**src/hw/rtl/dcs_pkg.sv**
```systemverilog
`default_nettype none
package dcs_pkg;

    localparam int COUNT_WIDTH = 16;
    localparam int OUT_CNT_W   = 16;
    localparam int CENTER_W    = 11;
    localparam int STEP_W      = 8;
    localparam int LIMIT_W     = 9;
    localparam int SPEED_W     = 10;
    localparam int RAMP_W      = 9;
    localparam int AIM_W       = 11;
    localparam int PULSE_W     = 12;
    localparam int CFG_IDX_W   = 3;
    localparam int CFG_DATA_W  = 11;
    localparam int QUEUE_DEPTH = 2;
    localparam int QPTR_W      = $clog2(QUEUE_DEPTH);
    localparam int QCNT_W      = $clog2(QUEUE_DEPTH + 1);

    localparam logic [CFG_IDX_W-1:0] CFG_CENTER_LEFT  = 3'd0;
    localparam logic [CFG_IDX_W-1:0] CFG_CENTER_RIGHT = 3'd1;
    localparam logic [CFG_IDX_W-1:0] CFG_CENTER_BASE  = 3'd2;
    localparam logic [CFG_IDX_W-1:0] CFG_CENTER_VERT  = 3'd3;
    localparam logic [CFG_IDX_W-1:0] CFG_SLEW_STEP    = 3'd4;
    localparam logic [CFG_IDX_W-1:0] CFG_RAMP_STEP    = 3'd5;
    localparam logic [CFG_IDX_W-1:0] CFG_AIM_LIMIT    = 3'd6;

    localparam logic [CENTER_W-1:0] CENTER_RESET    = 11'd1500;
    localparam logic [STEP_W-1:0]   SLEW_STEP_RESET = 8'd50;
    localparam logic [STEP_W-1:0]   RAMP_STEP_RESET = 8'd30;
    localparam logic [LIMIT_W-1:0]  AIM_LIMIT_RESET = 9'd500;

    localparam logic signed [SPEED_W-1:0] SPEED_TURN_INNER = 10'sd100;
    localparam logic signed [SPEED_W-1:0] SPEED_REVERSE    = -10'sd200;

    typedef enum logic [1:0] {
        REQ_CMD,
        REQ_SLEW,
        REQ_AIM,
        REQ_ENC
    } req_t;

    typedef enum logic [1:0] {
        DIR_STOP,
        DIR_REV,
        DIR_FWD,
        DIR_KEEP
    } dir_t;

    typedef enum logic [1:0] {
        RAMP_ZERO,
        RAMP_UP,
        RAMP_DOWN
    } ramp_code_t;

    typedef enum logic [2:0] {
        OP_NOP,
        OP_FIRE,
        OP_MOVE,
        OP_RAMP_BASE,
        OP_RAMP_VERT,
        OP_SLEW,
        OP_AIM,
        OP_ENC
    } op_kind_t;

    typedef struct packed {
        op_kind_t                    kind;
        logic                        perr;
        logic signed [SPEED_W-1:0]   tgt_left;
        logic signed [SPEED_W-1:0]   tgt_right;
        logic                        clr_cnt;
        ramp_code_t                  ramp;
        logic                        enc_left;
        logic                        enc_right;
    } op_t;

    typedef struct packed {
        logic [CENTER_W-1:0] neutral_left;
        logic [CENTER_W-1:0] neutral_right;
        logic [CENTER_W-1:0] neutral_base;
        logic [CENTER_W-1:0] neutral_vert;
        logic [STEP_W-1:0]   slew_step;
        logic [STEP_W-1:0]   ramp_step;
        logic [LIMIT_W-1:0]  aim_limit;
    } cfg_t;

    function automatic logic signed [SPEED_W-1:0] turn_speed(input logic [2:0] lvl_m1);
        logic signed [SPEED_W-1:0] s;
        case (lvl_m1)
            3'd0:    s = 10'sd6;
            3'd1:    s = 10'sd24;
            3'd2:    s = 10'sd54;
            3'd3:    s = 10'sd96;
            3'd4:    s = 10'sd150;
            3'd5:    s = 10'sd216;
            3'd6:    s = 10'sd294;
            default: s = 10'sd384;
        endcase
        return s;
    endfunction

endpackage
`default_nettype wire

```
**src/hw/rtl/dcs_front.sv**
```systemverilog
`default_nettype none
module dcs_front
    import dcs_pkg::*;
(
    input  wire logic       in_valid,
    output logic            in_stall,
    input  wire logic [1:0] req_type,
    input  wire logic [7:0] cmd_byte,
    input  wire logic       enc_left,
    input  wire logic       enc_right,
    input  wire logic       q_full,
    output logic            q_push,
    output op_t             q_op
);

    dir_t                      dirs;
    logic [2:0]                lvl_m1;
    logic signed [SPEED_W-1:0] sq;

    assign in_stall = q_full;
    assign q_push   = in_valid && !q_full;
    assign dirs     = dir_t'(cmd_byte[7:6]);
    assign lvl_m1   = cmd_byte[3] ? 3'(3'd7 - cmd_byte[3:1]) : cmd_byte[3:1];
    assign sq       = turn_speed(lvl_m1);

    always_comb
    begin
        q_op           = '0;
        q_op.kind      = OP_NOP;
        q_op.ramp      = RAMP_ZERO;
        q_op.enc_left  = enc_left;
        q_op.enc_right = enc_right;
        unique case (req_t'(req_type))
            REQ_CMD:
            begin
                if (^cmd_byte)
                begin
                    q_op.perr = 1'b1;
                end
                else if (cmd_byte[5])
                begin
                    q_op.kind = OP_FIRE;
                end
                else if (cmd_byte[4])
                begin
                    unique case (dirs)
                        DIR_FWD:
                        begin
                            q_op.kind      = OP_MOVE;
                            q_op.tgt_left  = cmd_byte[3] ? SPEED_TURN_INNER : sq;
                            q_op.tgt_right = cmd_byte[3] ? sq : SPEED_TURN_INNER;
                            q_op.clr_cnt   = 1'b1;
                        end
                        DIR_REV:
                        begin
                            q_op.kind      = OP_MOVE;
                            q_op.tgt_left  = SPEED_REVERSE;
                            q_op.tgt_right = SPEED_REVERSE;
                            q_op.clr_cnt   = 1'b1;
                        end
                        DIR_STOP:
                        begin
                            q_op.kind = OP_MOVE;
                        end
                        DIR_KEEP:
                        begin
                            q_op.kind = OP_NOP;
                        end
                    endcase
                end
                else
                begin
                    q_op.kind = cmd_byte[3] ? OP_RAMP_BASE : OP_RAMP_VERT;
                    unique case (dirs)
                        DIR_FWD:  q_op.ramp = cmd_byte[3] ? RAMP_UP : RAMP_DOWN;
                        DIR_REV:  q_op.ramp = cmd_byte[3] ? RAMP_DOWN : RAMP_UP;
                        DIR_STOP: q_op.ramp = RAMP_ZERO;
                        DIR_KEEP: q_op.kind = OP_NOP;
                    endcase
                end
            end
            REQ_SLEW: q_op.kind = OP_SLEW;
            REQ_AIM:  q_op.kind = OP_AIM;
            REQ_ENC:  q_op.kind = OP_ENC;
        endcase
    end

endmodule
`default_nettype wire

```
**src/hw/rtl/dcs_queue.sv**
```systemverilog
`default_nettype none
module dcs_queue
    import dcs_pkg::*;
(
    input  wire logic clk,
    input  wire logic rst_n,
    input  wire logic push,
    input  wire op_t  push_op,
    output logic      full,
    input  wire logic pop,
    output logic      not_empty,
    output op_t       head_op
);

    op_t               mem_reg [QUEUE_DEPTH];
    logic [QPTR_W-1:0] wr_ptr_reg, wr_ptr_next;
    logic [QPTR_W-1:0] rd_ptr_reg, rd_ptr_next;
    logic [QCNT_W-1:0] cnt_reg, cnt_next;

    assign full      = (cnt_reg == QCNT_W'(QUEUE_DEPTH));
    assign not_empty = (cnt_reg != '0);
    assign head_op   = mem_reg[rd_ptr_reg];

    always_comb
    begin
        wr_ptr_next = wr_ptr_reg;
        rd_ptr_next = rd_ptr_reg;
        cnt_next    = cnt_reg;
        if (push)
        begin
            wr_ptr_next = (wr_ptr_reg == QPTR_W'(QUEUE_DEPTH - 1)) ? '0 : QPTR_W'(wr_ptr_reg + 1'b1);
        end
        if (pop)
        begin
            rd_ptr_next = (rd_ptr_reg == QPTR_W'(QUEUE_DEPTH - 1)) ? '0 : QPTR_W'(rd_ptr_reg + 1'b1);
        end
        if (push && !pop)
        begin
            cnt_next = QCNT_W'(cnt_reg + 1'b1);
        end
        else if (pop && !push)
        begin
            cnt_next = QCNT_W'(cnt_reg - 1'b1);
        end
    end

    always_ff @(posedge clk or negedge rst_n)
    begin
        if (!rst_n)
        begin
            wr_ptr_reg <= '0;
            rd_ptr_reg <= '0;
            cnt_reg    <= '0;
        end
        else
        begin
            wr_ptr_reg <= wr_ptr_next;
            rd_ptr_reg <= rd_ptr_next;
            cnt_reg    <= cnt_next;
        end
    end

    always_ff @(posedge clk)
    begin
        if (push)
        begin
            mem_reg[wr_ptr_reg] <= push_op;
        end
    end

endmodule
`default_nettype wire

```
**src/hw/rtl/dcs_back.sv**
```systemverilog
`default_nettype none
module dcs_back
    import dcs_pkg::*;
(
    input  wire logic          clk,
    input  wire logic          rst_n,
    input  wire cfg_t          cfg,
    input  wire logic          q_not_empty,
    input  wire op_t           q_op,
    output logic               q_pop,
    output logic               out_valid,
    input  wire logic          out_stall,
    output logic [PULSE_W-1:0] left_pulse,
    output logic [PULSE_W-1:0] right_pulse,
    output logic [PULSE_W-1:0] base_pulse,
    output logic [PULSE_W-1:0] vert_pulse,
    output logic               parity_error,
    output logic               laser_fire,
    output logic [OUT_CNT_W-1:0] count_left,
    output logic [OUT_CNT_W-1:0] count_right
);

    function automatic logic signed [SPEED_W-1:0] slew_toward(
        input logic signed [SPEED_W-1:0] cur,
        input logic signed [SPEED_W-1:0] goal,
        input logic [STEP_W-1:0]         step
    );
        logic signed [SPEED_W:0] d;
        logic signed [SPEED_W:0] mag;
        logic signed [SPEED_W:0] st;
        logic signed [SPEED_W:0] res;
        d   = (SPEED_W+1)'(cur) - (SPEED_W+1)'(goal);
        mag = (d < 0) ? -d : d;
        st  = $signed((SPEED_W+1)'(step));
        if (mag < st)
        begin
            res = (SPEED_W+1)'(goal);
        end
        else if (cur > goal)
        begin
            res = (SPEED_W+1)'(cur) - st;
        end
        else
        begin
            res = (SPEED_W+1)'(cur) + st;
        end
        return res[SPEED_W-1:0];
    endfunction

    function automatic logic signed [AIM_W-1:0] integrate(
        input logic signed [AIM_W-1:0]  aim,
        input logic signed [RAMP_W-1:0] ramp,
        input logic [LIMIT_W-1:0]       lim
    );
        logic signed [AIM_W:0] s;
        logic signed [AIM_W:0] l;
        logic signed [AIM_W:0] res;
        s = (AIM_W+1)'(aim) + (AIM_W+1)'(ramp);
        l = $signed((AIM_W+1)'(lim));
        if (ramp < 0)
        begin
            res = (s < -l) ? -l : s;
        end
        else
        begin
            res = (s > l) ? l : s;
        end
        return res[AIM_W-1:0];
    endfunction

    function automatic logic [PULSE_W-1:0] pulse_sat(
        input logic [CENTER_W-1:0]      center,
        input logic signed [AIM_W:0]    off
    );
        logic signed [AIM_W+1:0] v;
        logic [PULSE_W-1:0]      res;
        v = $signed((AIM_W+2)'(center)) + (AIM_W+2)'(off);
        if (v < 0)
        begin
            res = '0;
        end
        else if (v > $signed((AIM_W+2)'({PULSE_W{1'b1}})))
        begin
            res = '1;
        end
        else
        begin
            res = v[PULSE_W-1:0];
        end
        return res;
    endfunction

    logic signed [SPEED_W-1:0] tgt_left_reg,   tgt_left_next;
    logic signed [SPEED_W-1:0] tgt_right_reg,  tgt_right_next;
    logic signed [SPEED_W-1:0] spd_left_reg,   spd_left_next;
    logic signed [SPEED_W-1:0] spd_right_reg,  spd_right_next;
    logic signed [RAMP_W-1:0]  ramp_base_reg,  ramp_base_next;
    logic signed [RAMP_W-1:0]  ramp_vert_reg,  ramp_vert_next;
    logic signed [AIM_W-1:0]   aim_base_reg,   aim_base_next;
    logic signed [AIM_W-1:0]   aim_vert_reg,   aim_vert_next;
    logic                      prev_left_reg,  prev_left_next;
    logic                      prev_right_reg, prev_right_next;
    logic [COUNT_WIDTH-1:0]    edges_left_reg, edges_left_next;
    logic [COUNT_WIDTH-1:0]    edges_right_reg, edges_right_next;
    logic                      out_valid_reg,  out_valid_next;
    logic signed [RAMP_W-1:0]  ramp_val;
    logic signed [RAMP_W-1:0]  ramp_pos;
    logic [PULSE_W-1:0]        left_pulse_reg, right_pulse_reg;
    logic [PULSE_W-1:0]        base_pulse_reg, vert_pulse_reg;
    logic                      perr_reg, fire_reg;

    assign q_pop    = q_not_empty && (!out_valid_reg || !out_stall);
    assign ramp_pos = $signed(RAMP_W'(cfg.ramp_step));

    always_comb
    begin
        case (q_op.ramp)
            RAMP_UP:   ramp_val = ramp_pos;
            RAMP_DOWN: ramp_val = -ramp_pos;
            default:   ramp_val = '0;
        endcase
    end

    always_comb
    begin
        tgt_left_next    = tgt_left_reg;
        tgt_right_next   = tgt_right_reg;
        spd_left_next    = spd_left_reg;
        spd_right_next   = spd_right_reg;
        ramp_base_next   = ramp_base_reg;
        ramp_vert_next   = ramp_vert_reg;
        aim_base_next    = aim_base_reg;
        aim_vert_next    = aim_vert_reg;
        prev_left_next   = prev_left_reg;
        prev_right_next  = prev_right_reg;
        edges_left_next  = edges_left_reg;
        edges_right_next = edges_right_reg;
        case (q_op.kind)
            OP_MOVE:
            begin
                tgt_left_next  = q_op.tgt_left;
                tgt_right_next = q_op.tgt_right;
                if (q_op.clr_cnt)
                begin
                    edges_left_next  = '0;
                    edges_right_next = '0;
                end
            end
            OP_RAMP_BASE: ramp_base_next = ramp_val;
            OP_RAMP_VERT: ramp_vert_next = ramp_val;
            OP_SLEW:
            begin
                spd_left_next  = slew_toward(spd_left_reg, tgt_left_reg, cfg.slew_step);
                spd_right_next = slew_toward(spd_right_reg, tgt_right_reg, cfg.slew_step);
            end
            OP_AIM:
            begin
                aim_base_next = integrate(aim_base_reg, ramp_base_reg, cfg.aim_limit);
                aim_vert_next = integrate(aim_vert_reg, ramp_vert_reg, cfg.aim_limit);
            end
            OP_ENC:
            begin
                if (!prev_left_reg && q_op.enc_left)
                begin
                    edges_left_next = COUNT_WIDTH'(edges_left_reg + 1'b1);
                end
                if (!prev_right_reg && q_op.enc_right)
                begin
                    edges_right_next = COUNT_WIDTH'(edges_right_reg + 1'b1);
                end
                prev_left_next  = q_op.enc_left;
                prev_right_next = q_op.enc_right;
            end
            default:
            begin
            end
        endcase
    end

    always_comb
    begin
        out_valid_next = out_valid_reg;
        if (q_pop)
        begin
            out_valid_next = 1'b1;
        end
        else if (!out_stall)
        begin
            out_valid_next = 1'b0;
        end
    end

    always_ff @(posedge clk or negedge rst_n)
    begin
        if (!rst_n)
        begin
            tgt_left_reg    <= '0;
            tgt_right_reg   <= '0;
            spd_left_reg    <= '0;
            spd_right_reg   <= '0;
            ramp_base_reg   <= '0;
            ramp_vert_reg   <= '0;
            aim_base_reg    <= '0;
            aim_vert_reg    <= '0;
            prev_left_reg   <= 1'b0;
            prev_right_reg  <= 1'b0;
            edges_left_reg  <= '0;
            edges_right_reg <= '0;
            out_valid_reg   <= 1'b0;
        end
        else
        begin
            out_valid_reg <= out_valid_next;
            if (q_pop)
            begin
                tgt_left_reg    <= tgt_left_next;
                tgt_right_reg   <= tgt_right_next;
                spd_left_reg    <= spd_left_next;
                spd_right_reg   <= spd_right_next;
                ramp_base_reg   <= ramp_base_next;
                ramp_vert_reg   <= ramp_vert_next;
                aim_base_reg    <= aim_base_next;
                aim_vert_reg    <= aim_vert_next;
                prev_left_reg   <= prev_left_next;
                prev_right_reg  <= prev_right_next;
                edges_left_reg  <= edges_left_next;
                edges_right_reg <= edges_right_next;
            end
        end
    end

    always_ff @(posedge clk)
    begin
        if (q_pop)
        begin
            left_pulse_reg  <= pulse_sat(cfg.neutral_left, (AIM_W+1)'(spd_left_next));
            right_pulse_reg <= pulse_sat(cfg.neutral_right, -((AIM_W+1)'(spd_right_next)));
            base_pulse_reg  <= pulse_sat(cfg.neutral_base, (AIM_W+1)'(aim_base_next));
            vert_pulse_reg  <= pulse_sat(cfg.neutral_vert, (AIM_W+1)'(aim_vert_next));
            perr_reg        <= q_op.perr;
            fire_reg        <= (q_op.kind == OP_FIRE);
        end
    end

    assign out_valid    = out_valid_reg;
    assign left_pulse   = left_pulse_reg;
    assign right_pulse  = right_pulse_reg;
    assign base_pulse   = base_pulse_reg;
    assign vert_pulse   = vert_pulse_reg;
    assign parity_error = perr_reg;
    assign laser_fire   = fire_reg;
    assign count_left   = OUT_CNT_W'(edges_left_reg);
    assign count_right  = OUT_CNT_W'(edges_right_reg);

endmodule
`default_nettype wire

```
**src/hw/rtl/drive_command_slew_controller.sv**
```systemverilog
// Path: a word accepted from the input is written into the decode queue, then popped into the
//   output register once that register is free (out_valid low or out_stall low).
// Throughput: one word per cycle while out_stall is low; the two-entry decode queue lets input and output stall apart.
// Reset (rst_n, asynchronous, active low): speeds, targets, ramps, aim, encoder state and counts
//   clear to zero, centers return to 1500, slew step 50, ramp step 30, aim limit 500.
`default_nettype none
module drive_command_slew_controller
    import dcs_pkg::*;
(
    input  wire logic                  clk,
    input  wire logic                  rst_n,
    input  wire logic                  in_valid,
    output logic                       in_stall,
    input  wire logic [1:0]            req_type,
    input  wire logic [7:0]            cmd_byte,
    input  wire logic                  enc_left,
    input  wire logic                  enc_right,
    output logic                       out_valid,
    input  wire logic                  out_stall,
    output logic [PULSE_W-1:0]         left_pulse,
    output logic [PULSE_W-1:0]         right_pulse,
    output logic [PULSE_W-1:0]         base_pulse,
    output logic [PULSE_W-1:0]         vert_pulse,
    output logic                       parity_error,
    output logic                       laser_fire,
    output logic [OUT_CNT_W-1:0]       count_left,
    output logic [OUT_CNT_W-1:0]       count_right,
    input  wire logic                  cfg_we,
    input  wire logic [CFG_IDX_W-1:0]  cfg_index,
    input  wire logic [CFG_DATA_W-1:0] cfg_data
);

    cfg_t cfg_reg;
    logic q_full;
    logic q_push;
    logic q_pop;
    logic q_not_empty;
    op_t  push_op;
    op_t  head_op;

    always_ff @(posedge clk or negedge rst_n)
    begin
        if (!rst_n)
        begin
            cfg_reg.neutral_left  <= CENTER_RESET;
            cfg_reg.neutral_right <= CENTER_RESET;
            cfg_reg.neutral_base  <= CENTER_RESET;
            cfg_reg.neutral_vert  <= CENTER_RESET;
            cfg_reg.slew_step     <= SLEW_STEP_RESET;
            cfg_reg.ramp_step     <= RAMP_STEP_RESET;
            cfg_reg.aim_limit     <= AIM_LIMIT_RESET;
        end
        else if (cfg_we)
        begin
            unique case (cfg_index)
                CFG_CENTER_LEFT:  cfg_reg.neutral_left  <= cfg_data[CENTER_W-1:0];
                CFG_CENTER_RIGHT: cfg_reg.neutral_right <= cfg_data[CENTER_W-1:0];
                CFG_CENTER_BASE:  cfg_reg.neutral_base  <= cfg_data[CENTER_W-1:0];
                CFG_CENTER_VERT:  cfg_reg.neutral_vert  <= cfg_data[CENTER_W-1:0];
                CFG_SLEW_STEP:    cfg_reg.slew_step     <= cfg_data[STEP_W-1:0];
                CFG_RAMP_STEP:    cfg_reg.ramp_step     <= cfg_data[STEP_W-1:0];
                CFG_AIM_LIMIT:    cfg_reg.aim_limit     <= cfg_data[LIMIT_W-1:0];
                default:
                begin
                end
            endcase
        end
    end

    dcs_front u_front (
        .in_valid  (in_valid),
        .in_stall  (in_stall),
        .req_type  (req_type),
        .cmd_byte  (cmd_byte),
        .enc_left  (enc_left),
        .enc_right (enc_right),
        .q_full    (q_full),
        .q_push    (q_push),
        .q_op      (push_op)
    );

    dcs_queue u_queue (
        .clk       (clk),
        .rst_n     (rst_n),
        .push      (q_push),
        .push_op   (push_op),
        .full      (q_full),
        .pop       (q_pop),
        .not_empty (q_not_empty),
        .head_op   (head_op)
    );

    dcs_back u_back (
        .clk          (clk),
        .rst_n        (rst_n),
        .cfg          (cfg_reg),
        .q_not_empty  (q_not_empty),
        .q_op         (head_op),
        .q_pop        (q_pop),
        .out_valid    (out_valid),
        .out_stall    (out_stall),
        .left_pulse   (left_pulse),
        .right_pulse  (right_pulse),
        .base_pulse   (base_pulse),
        .vert_pulse   (vert_pulse),
        .parity_error (parity_error),
        .laser_fire   (laser_fire),
        .count_left   (count_left),
        .count_right  (count_right)
    );

endmodule
`default_nettype wire
```
**config.mk**
```make
export PLATFORM = sky130hd
export DESIGN_NAME = drive_command_slew_controller
export DESIGN_NICKNAME = d
export VERILOG_FILES = /design/src/hw/rtl/dcs_pkg.sv /design/src/hw/rtl/dcs_front.sv /design/src/hw/rtl/dcs_queue.sv /design/src/hw/rtl/dcs_back.sv /design/src/hw/rtl/drive_command_slew_controller.sv
export SDC_FILE = /design/constraint.sdc
export NUM_CORES = 1
export LEC_CHECK = 0
export BUFFER_PORTS_ARGS = -buffer_cell sky130_fd_sc_hd__buf_4
export CORE_MARGIN = 2
export CORE_UTILIZATION = 48
export DETAILED_ROUTE_END_ITERATION = 8
export GPL_TIMING_DRIVEN = 0
export HOLD_SLACK_MARGIN = 0.02
export PLACE_DENSITY = 0.68
export SETUP_SLACK_MARGIN = 0.5
export SYNTH_ARGS = -nofsm -noshare
export SYNTH_HDL_FRONTEND = slang
export SYNTH_HIERARCHICAL = 1
export SYNTH_SLANG_ARGS = --single-unit
export TNS_END_PERCENT = 100
```
**constraint.sdc**
```tcl
create_clock -name clk -period 6.9 [get_ports clk]
set_clock_uncertainty 0.15 [all_clocks]
set_input_delay 0.345 -clock clk [delete_from_list [all_inputs] [get_ports clk]]
set_output_delay 0.345 -clock clk [all_outputs]
set_load 0.01 [all_outputs]
```
# After elaboration in Yosys (flattened, before gate mapping)
# Memory sizes are Yosys's and may differ from the RTL's.
# Index checks and enable logic that the tools add are counted.
[totals]
register_bits = 238
latch_bits = 0
mem_bits_rw = 58
rom_bits = 0
in_bits = 31
wordCells = 197
mem_count = 1
[memory_table]
columns = ["memory", "depth", "width", "rd", "rd_clocked_by_memory_dff", "wr", "line_no", "text"]
rows = [
  ["u_queue.mem_reg", 2, 29, 1, 0, 1, "dcs_queue.sv:15", "op_t mem_reg [QUEUE_DEPTH];"],
]
[classes]
addsub = 24
mul = 0
n_div = 0
n_lt_le_gt_ge = 20
eq_ne = 32
shifts = 0
n_mux = 55
bitwise_logic = 0
n_reduce_logical = 36
[op_table]
columns = ["cell", "count"]
rows = [
  ["$mux 11", 10],
  ["$pmux 16 s2", 2],
  ["$pmux 9 s7", 1],
  ["$mux 10", 6],
  ["$gt 13x13->1 const B", 4],
  ["$lt 13x1->1 const B", 4],
  ["$mux 12", 4],
  ["$mux 16", 3],
  ["$mux 23", 2],
  ["$pmux 21 s2", 1],
  ["$add 16x1->16 const B", 2],
  ["$eq 3x3->1 const B", 10],
  ["$add 12x11->13", 2],
  ["$add 11x9->12", 2],
  ["$gt 12x10->1", 2],
  ["$lt 12x12->1", 2],
  ["$mux 24", 1],
  ["$lt 11x1->1 const B", 2],
  ["$lt 11x9->1", 2],
  ["$neg 11->11", 2],
  ["$reduce_and 2->1", 11],
  ["$sub 10x10->11", 2],
  ["$mux 21", 1],
  ["$add 10x9->10", 2],
  ["35 further kinds", 87],
]

# Logic depth before layout (Yosys ltp)
[logic_depth]
word_depth = 10
ltp_mapped = 47
ltp_nobuf = 46

# Cells and area by module
# The synthesis kept the hierarchy.
[modules_own_cells]
columns = ["module", "instances", "cells_per_inst", "area_each_um2", "seq_area_each_um2"]
rows = [
  ["dcs_back", 1, 1657, 14516.4, 4379.2],
  ["drive_command_slew_controller", 1, 150, 2782.7, 1778.0],
  ["dcs_queue", 1, 106, 2399.8, 1841.8],
  ["dcs_front", 1, 86, 606.8, 0.0],
]

# Least setup slack after synthesis
# Ideal clock, no wire load.
[synth_timing]
path_type = "flip-flop to flip-flop"
start = "register u_back.spd_left_reg[0]"
end = "register u_back.left_pulse_reg[11] (netlist: u_back/left_pulse[11]) (data pin)"
setup_ns = 0.149
t_arrival_ns = 7.376
t_required_ns = 6.601
slack_ns = -0.775
path_stages_with_launch = 44
path_buffers = 0
synth_period_minus_slack_ns = 7.675
cell_sequence = "dfrtp_1 -> inv_1 -> ha_1 -> inv_1 -> fa_1 -> a21oi_1 -> nor2_1 -> nor2_1 -> o21ai_0 -> a21oi_1 -> o21ai_0 -> a21oi_1 -> nor2b_1 -> o22ai_1 -> o21ai_0 -> ha_1 -> a21boi_1 -> o21a_1 -> [... 8 more ...] -> a21o_1 -> nand2_1 -> mux2i_1 -> o21ai_0 -> ha_1 -> a21o_1 -> a21o_1 -> a21o_1 -> a21o_1 -> a21o_1 -> a21oi_1 -> o21bai_1 -> a21oi_1 -> inv_1 -> a21oi_1 -> nor2_1 -> or3_1 -> mux2i_1"
[synth_via]
elab_chain_len = 9
word_cells_on_any_way = 15
cone_classes = "add/sub (5); order compare (5); mux (5)"
[synth_rtl]
columns = ["item", "line_no", "text"]
rows = [
  ["from (decl)", "dcs_back.sv:95", "logic signed [SPEED_W-1:0] spd_left_reg, spd_left_next;"],
  ["from (signal assigned)", "dcs_back.sv:218", "spd_left_reg <= spd_left_next;"],
  ["$sub 10x10->11", "dcs_back.sv:32", "d = (SPEED_W+1)'(cur) - (SPEED_W+1)'(goal);"],
  ["$neg 11->11 or $lt 11x1->1 (tied branches)", "dcs_back.sv:33", "mag = (d < 0) ? -d : d;"],
  ["$mux 11", "dcs_back.sv:33", ""],
  ["$lt 11x9->1", "dcs_back.sv:35", "if (mag < st)"],
  ["$mux 10 (*)", "dcs_back.sv:35", ""],
  ["$mux 10 (*)", "dcs_back.sv:138", "case (q_op.kind)"],
  ["named net u_back.spd_left_next[1]", "dcs_back.sv:95", ""],
  ["$add 12x10->13 (*)", "dcs_back.sv:77", "v = $signed((AIM_W+2)'(center)) + (AIM_W+2)'(off);"],
  ["$gt 13x13->1", "dcs_back.sv:82", "else if (v > $signed((AIM_W+2)'({PULSE_W{1'b1}})))"],
  ["$mux 12", "dcs_back.sv:82", ""],
  ["to (signal assigned)", "dcs_back.sv:236", "left_pulse_reg <= pulse_sat(cfg.neutral_left, (AIM_W+1)'(spd_left_next));"],
  ["to (decl)", "dcs_back.sv:108", "logic [PULSE_W-1:0] left_pulse_reg, right_pulse_reg;"],
]
# Mark *: on every way through the listed nets, which the timed path passes. The rest lies on a longest branch.
# A chain may end at the register's enable or synchronous reset.

# Final worst setup path
[layout_timing]
start = "register u_back.spd_left_reg[0]"
end = "register u_back.left_pulse_reg[2] (netlist: u_back/left_pulse[2]) (data pin)"
[layout_via]
elab_chain_len = 9
word_cells_on_any_way = 15
cone_classes = "add/sub (5); order compare (5); mux (5)"
[layout_rtl]
columns = ["item", "line_no"]
rows = [
  ["$sub 10x10->11", "dcs_back.sv:32"],
  ["$neg 11->11 or $lt 11x1->1 (tied branches)", "dcs_back.sv:33"],
  ["$mux 11", "dcs_back.sv:33"],
  ["$lt 11x9->1", "dcs_back.sv:35"],
  ["$mux 10", "dcs_back.sv:35"],
  ["$mux 10 (*)", "dcs_back.sv:138"],
  ["named net u_back.spd_left_next[0]", "dcs_back.sv:95"],
  ["$add 12x10->13 (*)", "dcs_back.sv:77"],
  ["$gt 13x13->1", "dcs_back.sv:82"],
  ["$mux 12", "dcs_back.sv:82"],
]
# Marks and branches as above.

==> results by group <==
GRT
  – Total GRT Usage: 25.9%
  – Vias in the first global route: 16700
  – GRT overflow: 0
  – Antenna violations before repair: 0
  – Largest net degree at the start of global routing: 116
  – First-pass GRT wire length: 89600 µm

Synth
  – Mean Syn Cell Area: 10.2 µm²
  – Syn Inst Count: 1999
  – Synth top cells by count: ha_1 (185), nand2_1 (161), inv_1 (150)
  – #FFs+latches synth: 296
  – Async S/R FF share, synth: 63.5%
  – Number of synthesized flops with an enable pin: 108
  – Synth top area cells: dfrtp_1 (18%), edfxtp_1 (16%), ha_1 (11%)
  – Cell taking the most area after synthesis: dfrtp_1
  – Most frequent cell after synthesis: ha_1
  – Synth Warn #: 6
  – Main synth FF type: dfrtp_1
  – Yosys top cell area share: 18.1%
  – Post-synthesis sequential area ratio: 39.4%
  – Mapped Area: 0.0203 mm²
  – Unique masters post-synth: 87

Critical path
  – WP data arrival: 7820 ps
  – Startpoint type of the worst setup path: flop
  – Slowest stage cell on the critical path: dfrtp_1
  – CP max FO: 5
  – CP required: 7000 ps
  – Slowest stage delay, CP: 400 ps
  – Kind of critical path: reg2reg
  – CP Capture Type: flop

STA
  – Slew at the pin closest to its max-slew limit: 871 ps
  – Slew HR: 41.8%
  – Final worst setup slack: -815 ps
  – Final setup vio count: 27
  – Period utilisation layout: 112%
  – Slew Limit Fails: 0
  – RSZ-0062 raised after global routing: true
  – Final Hold Violating Endpoints: 0
  – Min Tclk post-route: 7710 ps
  – Achievable frequency: 0.130 GHz

Finish
  – Nets: 2591
  – Layout cell share with drive strength beyond 1: 34.1%
  – Layout fillers: 3284
  – Final Core Density: 62.1%
  – Area occupied by multi-input gates: 0.0125 mm²
  – Ant diodes: 0
  – Layout area overhead: 28.1%
  – Number of flip-flops under the largest register name: 69
  – Register area: 0.00800 mm²

Floorplanning
  – # rows: 75
  – Io pins: 115
  – Core area: 0.0419 mm²
  – Die area: 0.0440 mm²
  – Initial Util: 48.5%
  – Die H: 210 µm
  – DIE WIDTH: 210 µm

Flow run
  – Max-cap viol count: 0

Routing
  – DRT iter0 DRCs: 1103
  – DR DRC count: 0
  – Vias: 16800
  – Routed WL: 58400 µm
  – Avg WL per Cell: 19.9 µm
  – Via-to-Cell Ratio: 5.71
  – DRT antenna net count: 0
  – Length of the first detailed-routing pass in iterations: 6

CTS
  – Max H-tree Level: 2
  – Reg clk slew, reported paths: 60 ps
  – CTS tree: done
  – Clk_lat worst skew: 550 ps
  – CTS Root Cell: clkbuf_16
  – CTS Buffer Depth: 3
  – CTS buffer count: 35
  – Sink Count: 296

Status
  – Failing checks: setup timing
  – Status: finished with violations

Placed design
  – Post-DP HPWL: 39400 µm
  – IO buf count: 111
  – Setup Slack @ Placement: -1300 ps
  – GPL Wtd Cong: 0.967

Worst hold path
  – Hold Crit Class: in2reg
[through the flow]
step	setup TNS, ps	cell area (µm²)	hold WS, ps	instances
after floorplan	-2000	20400	-101	2000
after global placement	-28360	21900	315	2650
after detailed placement	-33290	22000	210	2653
after CTS	-7110	25400	20.1	2897
after global routing	-21680	26000	23.0	2931
final	-9990	26000	54.5	2931
[critical path, delay by kind of cell (launching register included)]
kind,cells,cell delay [ps]
AO/OA/AOI/OAI,21,3000
AND/OR/NAND/NOR,16,2010
adder cells (fa/ha/maj),5,1370
buffers and inverters,5,440
flip-flops,1,400
multiplexers,1,70
[worst paths after layout]
check | from | to | cells after the start | slack [ps]
worst max-delay path | u_back/spd_left_reg[0] | u_back/left_pulse[2] | 48 | -810
worst min-delay path | cfg_data[1] | cfg_reg[1] | 2 | 50
worst max register to register | u_back/spd_left_reg[0] | u_back/left_pulse[2] | 48 | -810
worst min register to register | u_back/ramp_base_reg[3] | u_back/ramp_base_reg[3] | 2 | 350
max in group asynchronous | rst_n | u_back/tgt_right_reg[0] | 3 | 5350
min in group asynchronous | rst_n | cfg_reg[25] | 2 | 220
[placed cells by master, fill, tap and decap left out, types with 47 or more instances in the layout]
master / n
xor2_1: 47
a21oi_1: 72
dfrtp_1: 144
mux2_2: 90
xnor2_1: 76
nand2_1: 155
nor2_1: 114
mux2_4: 51
o21ai_0: 106
a21oi_2: 50
edfxtp_1: 108
ha_1: 172
buf_4: 290
inv_1: 137
[metal layers]
| metal | up-vias | wire length, µm | track usage [%] |
|---|---|---|---|
| li1 | 7881 | - | - |
| met1 | 8162 | 24000 | 31.8 |
| met2 | 542 | 28700 | 44.8 |
| met3 | 165 | 2670 | 3.23 |
| met4 | 0 | 3070 | 13.4 |
| met5 | - | 0 | 0 |
[final cells by class]
type                    instances  area share [%]
clock inverters                21           0.726
flip-flops and latches        296            30.8
well taps                     539            2.59
plain buffers                  64            1.64
repair buffers                329            10.4
inverters                     151            2.18
multi-input cells            1489            48.0
clock buffers                  42            3.67
[cells by family after synthesis]
logic type | Yosys count | synth area share (%)
simple gates | 489 | 11.7
compound gates | 473 | 14.8
flops | 296 | 39.4
buf+inv | 215 | 4.47
fa+ha+maj | 197 | 12.4
mux | 183 | 10.8
xor+xnor | 145 | 6.46
other cells | 1 | 0.0185
[repair_timing]
action                                  in CTS  in global routing
gates cloned                                 5                  0
setup buffers                              162                 34
endpoints found under the setup margin      48                 50
endpoints found under the hold margin      125                  0
hold buffers                                14                  0
pin swaps                                  114                 85
resized for setup                          217                 86
Power is not shown: default switching activity piles up to over one toggle a cycle in this logic, so the estimate is an artifact.
